`config.mk`:
```
export PLATFORM = sky130hd
export DESIGN_NAME = ppl_ctrl
export DESIGN_NICKNAME = d
export VERILOG_FILES = /design/src/rtl/ppl_pkg.sv /design/src/rtl/ppl_ctrl.sv
export SDC_FILE = /design/constraint.sdc
export NUM_CORES = 1
export LEC_CHECK = 0
export BUFFER_PORTS_ARGS = -buffer_cell sky130_fd_sc_hd__buf_4
export CORE_UTILIZATION = 50
export DETAILED_ROUTE_END_ITERATION = 12
export PLACE_DENSITY_LB_ADDON = 0.1
export SKIP_LAST_GASP = 1
export SLEW_MARGIN = 10
export SYNTH_ARGS = -nofsm -noshare
export SYNTH_HDL_FRONTEND = slang
export SYNTH_SLANG_ARGS = --single-unit
```
`constraint.sdc`:
```
create_clock -name clk -period 1.65 [get_ports clk]
set_input_delay 0.165 -clock clk [delete_from_list [all_inputs] [get_ports clk]]
set_output_delay 0.165 -clock clk [all_outputs]
set_load 0.01 [all_outputs]
```
`src/rtl/ppl_pkg.sv`:
```
// package for the polyline progress locator
// types, codes and constants shared by controller, datapath and checker
package ppl_pkg;

  localparam int IDX_BITS  = 7;
  localparam int SENS_BITS = 16;
  localparam int TWO_Q8    = 512;

  typedef enum logic [1:0] {
    OP_CLEAR   = 2'd0,
    OP_APPEND  = 2'd1,
    OP_QUERY   = 2'd2,
    OP_COMPARE = 2'd3
  } op_code_t;

  typedef enum logic [3:0] {
    A_NONE,
    A_CLEAR,
    A_APPEND,
    A_START,
    A_LATCH,
    A_SQ,
    A_DIR,
    A_SUM,
    A_BEST,
    A_WALK_INIT,
    A_STEP,
    A_RADIUS,
    A_SAVE1,
    A_SAVED,
    A_FIN_Q,
    A_FIN_C
  } alu_op_t;

  typedef enum logic [2:0] {
    ADDR_IDX,
    ADDR_IDX_P1,
    ADDR_IDX_M1,
    ADDR_NXT,
    ADDR_FIRST
  } addr_sel_t;

  typedef enum logic [1:0] {
    DIR_NEXT,
    DIR_PREV,
    DIR_ZERO
  } dir_sel_t;

  typedef enum logic [4:0] {
    S_IDLE,
    S_NRD,
    S_NSQ,
    S_NSUM,
    S_NBEST,
    S_WINIT,
    S_WRD,
    S_WLAT,
    S_WMUL,
    S_WSUM,
    S_WSTEP,
    S_RCHK,
    S_RSQ,
    S_RSUM,
    S_RTEST,
    S_QEND,
    S_SECOND,
    S_CRD,
    S_CSQ1,
    S_CSUM1,
    S_CSAVE,
    S_CSQ2,
    S_CSUM2,
    S_CFIN
  } ctl_state_t;

  typedef struct packed {
    alu_op_t   alu;
    logic      rd_en;
    addr_sel_t addr;
    dir_sel_t  dir;
    logic      use_other;
  } dp_cmd_t;

  typedef struct packed {
    logic n_zero;
    logic idx_last;
    logic idx_zero;
    logic dot_neg;
    logic nxt_end;
    logic eq_inside;
  } dp_stat_t;

endpackage

```
`src/rtl/ppl_ctrl.sv`:
```
// sequencer for the polyline progress locator
// issues datapath commands per cycle; uses ppl_pkg
module ppl_ctrl import ppl_pkg::*; (
  input  logic       clk,
  input  logic       rst_n,
  input  logic       start,
  input  logic [1:0] in_operation,
  input  dp_stat_t   stat,
  output dp_cmd_t    cmd,
  output logic       busy,
  output logic       out_strobe
);

  ctl_state_t state_r, state_nxt;
  logic       cmp_r, cmp_nxt;
  logic       second_r, second_nxt;
  dir_sel_t   dir_r, dir_nxt;
  logic       strobe_r, strobe_nxt;

  always_ff @(posedge clk) begin
    if (!rst_n) begin
      state_r  <= S_IDLE;
      cmp_r    <= 1'b0;
      second_r <= 1'b0;
      dir_r    <= DIR_ZERO;
      strobe_r <= 1'b0;
    end else begin
      state_r  <= state_nxt;
      cmp_r    <= cmp_nxt;
      second_r <= second_nxt;
      dir_r    <= dir_nxt;
      strobe_r <= strobe_nxt;
    end
  end

  always_comb begin
    state_nxt     = state_r;
    cmp_nxt       = cmp_r;
    second_nxt    = second_r;
    dir_nxt       = dir_r;
    strobe_nxt    = 1'b0;
    cmd.alu       = A_NONE;
    cmd.rd_en     = 1'b0;
    cmd.addr      = ADDR_IDX;
    cmd.dir       = dir_r;
    cmd.use_other = second_r;
    case (state_r)
      S_IDLE: begin
        if (start) begin
          case (op_code_t'(in_operation))
            OP_CLEAR: begin
              cmd.alu    = A_CLEAR;
              strobe_nxt = 1'b1;
            end
            OP_APPEND: begin
              cmd.alu    = A_APPEND;
              strobe_nxt = 1'b1;
            end
            default: begin
              cmd.alu       = A_START;
              cmd.use_other = 1'b0;
              cmp_nxt       = (op_code_t'(in_operation) == OP_COMPARE);
              second_nxt    = 1'b0;
              state_nxt     = stat.n_zero ? S_QEND : S_NRD;
            end
          endcase
        end
      end
      // nearest point scan
      S_NRD: begin
        cmd.rd_en = 1'b1;
        state_nxt = S_NSQ;
      end
      S_NSQ: begin
        cmd.alu   = A_SQ;
        state_nxt = S_NSUM;
      end
      S_NSUM: begin
        cmd.alu   = A_SUM;
        state_nxt = S_NBEST;
      end
      S_NBEST: begin
        cmd.alu   = A_BEST;
        state_nxt = stat.idx_last ? S_WINIT : S_NRD;
      end
      // forward walk
      S_WINIT: begin
        cmd.alu   = A_WALK_INIT;
        state_nxt = S_WRD;
      end
      S_WRD: begin
        cmd.rd_en = 1'b1;
        state_nxt = S_WLAT;
      end
      S_WLAT: begin
        cmd.alu = A_LATCH;
        if (!stat.idx_last) begin
          cmd.rd_en = 1'b1;
          cmd.addr  = ADDR_IDX_P1;
          dir_nxt   = DIR_NEXT;
        end else if (!stat.idx_zero) begin
          cmd.rd_en = 1'b1;
          cmd.addr  = ADDR_IDX_M1;
          dir_nxt   = DIR_PREV;
        end else begin
          dir_nxt = DIR_ZERO;
        end
        state_nxt = S_WMUL;
      end
      S_WMUL: begin
        cmd.alu   = A_DIR;
        state_nxt = S_WSUM;
      end
      S_WSUM: begin
        cmd.alu   = A_SUM;
        state_nxt = S_WSTEP;
      end
      S_WSTEP: begin
        if (stat.dot_neg) begin
          state_nxt = S_RCHK;
        end else begin
          cmd.alu   = A_STEP;
          state_nxt = stat.idx_last ? S_RCHK : S_WRD;
        end
      end
      // sensitivity radius around the next point
      S_RCHK: begin
        if (stat.nxt_end) begin
          state_nxt = S_QEND;
        end else begin
          cmd.rd_en = 1'b1;
          cmd.addr  = ADDR_NXT;
          state_nxt = S_RSQ;
        end
      end
      S_RSQ: begin
        cmd.alu   = A_SQ;
        state_nxt = S_RSUM;
      end
      S_RSUM: begin
        cmd.alu   = A_SUM;
        state_nxt = S_RTEST;
      end
      S_RTEST: begin
        cmd.alu   = A_RADIUS;
        state_nxt = S_QEND;
      end
      S_QEND: begin
        if (cmp_r && !second_r) begin
          cmd.alu   = A_SAVE1;
          state_nxt = S_SECOND;
        end else if (!cmp_r) begin
          cmd.alu    = A_FIN_Q;
          strobe_nxt = 1'b1;
          state_nxt  = S_IDLE;
        end else if (stat.eq_inside) begin
          state_nxt = S_CRD;
        end else begin
          cmd.alu    = A_FIN_C;
          strobe_nxt = 1'b1;
          state_nxt  = S_IDLE;
        end
      end
      S_SECOND: begin
        cmd.alu       = A_START;
        cmd.use_other = 1'b1;
        second_nxt    = 1'b1;
        state_nxt     = stat.n_zero ? S_QEND : S_NRD;
      end
      // tie break on the shared next point
      S_CRD: begin
        cmd.rd_en = 1'b1;
        cmd.addr  = ADDR_FIRST;
        state_nxt = S_CSQ1;
      end
      S_CSQ1: begin
        cmd.alu       = A_SQ;
        cmd.use_other = 1'b0;
        state_nxt     = S_CSUM1;
      end
      S_CSUM1: begin
        cmd.alu   = A_SUM;
        state_nxt = S_CSAVE;
      end
      S_CSAVE: begin
        cmd.alu   = A_SAVED;
        state_nxt = S_CSQ2;
      end
      S_CSQ2: begin
        cmd.alu       = A_SQ;
        cmd.use_other = 1'b1;
        state_nxt     = S_CSUM2;
      end
      S_CSUM2: begin
        cmd.alu   = A_SUM;
        state_nxt = S_CFIN;
      end
      S_CFIN: begin
        cmd.alu    = A_FIN_C;
        strobe_nxt = 1'b1;
        state_nxt  = S_IDLE;
      end
      default: begin
        state_nxt = S_IDLE;
      end
    endcase
  end

  assign busy       = (state_r != S_IDLE);
  assign out_strobe = strobe_r;

endmodule

```
==> results by group <==
Floorplanning
  – Initial Utilization: 0.536
  – Core box area: 1980 µm²
  – Die Span Y: 48.1 µm
  – Die Area: 2310 µm²
  – Row count: 16
  – Die Wd: 48.1 µm
  – # IOs: 24

Pwr
  – Switching Share: 0.451
  – Leakage power: 0.587 nW
  – Worst VDD drop: 1.44 mV
  – Pint: 0.00134 W
  – Gate power share: 0.789
  – P_sw: 0.00110 W
  – Pwr Density: 1640 nW/µm²
  – Clk pwr share: 0.064
  – Design Power: 0.00243 W
  – Sequential Power Share: 0.146

CTS
  – CTS clk-pin slew, worst paths: 0.06 ns
  – CTS tree: yes
  – CTS Buffer Depth: 2
  – Clock Latency Late Sink: 0.26 ns
  – Num CTS Buffers: 3
  – H-tree lvl count: 1
  – CTS Sinks: 10
  – Root buffer cell: clkbuf_4
  – CTS Hold Bufs: 0

Setup path
  – Startpoint Class: register
  – Critical path class: register to output port
  – CP required: 1.48 ns
  – Worst EP arrival: 1.65 ns
  – CP max FO: 4
  – Setup crit end kind: output port

Drt
  – Via Count: 1333
  – Routed wire length: 3430 µm
  – Vias per Instance: 6.09
  – WL/cell: 15.6 µm
  – DRT Pass-1 Iters: 4
  – DRC Markers: 0
  – Detailed Route Iter0 Violations: 62
  – ANT nets after route: 0

Placed design
  – GPL Wtd Cong: 1.00
  – DPL Wire Length: 2520 µm
  – Input/output buffers: 23
  – Cells after DPL: 211

Final layout
  – Area delta synth->final: 39.2%
  – Area of the multi-input gates: 831 µm²
  – Layout cells sized above 1: 0.349
  – Nets: 205
  – Ant diodes: 0
  – Sequential cell area: 208 µm²
  – # fillers: 147
  – Final cell count without fillers: 219

Logic synthesis
  – Sequential cell area fraction in the yosys report: 0.188
  – Most frequent cell after synthesis: nor2_1
  – Syn_area_per_cell: 6.85 µm²
  – Synth Register Bits: 10
  – Synth top area share: 0.188
  – Mapped Nets: 166
  – Leading area contributor after synthesis: dfxtp_1
  – Mapped Area: 1060 µm²
  – Fraction of registers with async set/reset: 0
  – Post-synth top cells: 17 x nor2_1, 14 x nand2b_1, 11 x a21oi_1
  – Post-synthesis cell count: 155
  – Synth unique cells: 43
  – Synth area leaders: dfxtp_1 19%, nand2b_1 8.2%, nor2_1 6.0%
  – EDFF count, synth: 0
  – Synth Warn #: 0
  – Dominant synthesized flop cell: dfxtp_1

Global routing
  – Vias in the first global route: 1132
  – GR Overflow Total: 0
  – Tot GR Track Use: 0.326
  – Largest net degree at the start of global routing: 23
  – Initial antenna violation count: 0
  – First-pass GRT wire length: 5130 µm

STA
  – Final Cycle Share: 1.10
  – Unrepaired setup endpoints after global routing: true
  – Hold Vio Cnt, Final: 0
  – Final slew viol count: 0
  – Clk_skew: 0.00397 ns
  – # setup viols final: 12
  – F_max: 552 MHz
  – Tmin final: 1.81 ns
  – Max-slew headroom: 0.741
  – Worst slew pin tran: 0.383 ns
  – Crit path setup slack, layout: -0.160 ns
  – Hold Slack: 0.141 ns

Status
  – Failing checks: negative setup slack
  – Status: complete, but fails checks

Worst hold path
  – Hold Path Class: primary input to register

Run
  – Max cap viols: 0
==> registers in the layout, indices dropped and copies added, names as in the netlist <==
signal      cells
cmp_r           1
dir_r           2
out_strobe      1
second_r        1
state_r         5
==> cell type report <==
type / instances / area share
clock buffers: 3 / 0.0152
well taps: 27 / 0.0228
flip-flops and latches: 10 / 0.140
multi-input cells: 129 / 0.562
inverters: 4 / 0.0102
repair buffers: 46 / 0.250
==> metrics by stage <==
stage	area (µm²)	utilization	worst slack, ns	TNS, ns
floorplan	1060	-	0.229	0
global placement	1360	0.686	0.0879	0
detailed placement	1360	0.686	0.0493	0
CTS	1420	0.718	-0.166	-0.741
global route	1480	0.746	-0.229	-2.21
finish	1480	0.746	-0.160	-1.26
==> path summary, 6_finish.rpt <==
path	depth (start not counted)	slack [ns]	from	to
max	5	-0.16	state_r[3]$_SDFFE_PN0P_	cmd[8]
min	2	0.14	rst_n	dir_r[1]$_SDFFE_PN1P_
max reg2reg	7	-0.16	state_r[3]$_SDFFE_PN0P_	state_r[2]$_SDFFE_PN0P_
min reg2reg	2	0.49	dir_r[1]$_SDFFE_PN1P_	dir_r[1]$_SDFFE_PN1P_
==> worst max-delay path, stage by stage, from the launching register on <==
cell and delay, ns:
dfxtp_2 0.34, or4_4 0.54, nor2_4 0.13, o211ai_1 0.12
o211ai_1 0.11, buf_4 0.15
==> layer usage <==
| metal | vias up | wire length, µm | GRT usage |
|---|---|---|---|
| met5 | - | 0 | 0 |
| met4 | 0 | 42 | 0.150 |
| met3 | 6 | 186 | 0.0519 |
| met2 | 57 | 1710 | 0.522 |
| met1 | 629 | 1480 | 0.431 |
| li1 | 641 | - | - |
==> layout by cell type, fill, tap and decap left out, types with 5 or more instances in the layout <==
cell type,synthesis,layout
a31oi_1,5,5
nand2_1,9,9
nor3_1,8,8
a21oi_1,11,10
dfxtp_1,10,6
nor2_1,17,14
nor2b_1,10,10
buf_4,0,42
nand2b_1,14,12
o21ai_0,10,9
==> what timing repair did <==
action / 4_1_cts / 5_1_grt
endpoints found under the setup margin: 7 / 13
resized for setup: 9 / 10
pin swaps: 2 / 5
buffers inserted: 3 / 2
==> cell families (layout without fill, tap and decap cells) <==
| group | Yosys count | count (layout) | synth area share |
|---|---|---|---|
| and+or+nand+nor | 75 | 75 | 0.385 |
| AOI/OAI and AO/OA | 52 | 52 | 0.340 |
| buffers and inverters | 16 | 53 | 0.0671 |
| DFF | 10 | 10 | 0.188 |
| muxes | 2 | 2 | 0.0188 |
==> power groups by stage <==
stage	Combinational (W)	Clock, W	Sequential [W]
after floorplan	0.000999	0	0.000335
after global placement	0.00159	0	0.000347
after detailed placement	0.00163	0	0.000353
after CTS	0.00175	0.000160	0.000351
after global routing	0.00207	0.000172	0.000364
final	0.00192	0.000156	0.000356
Power figures use the tool's default switching activity.
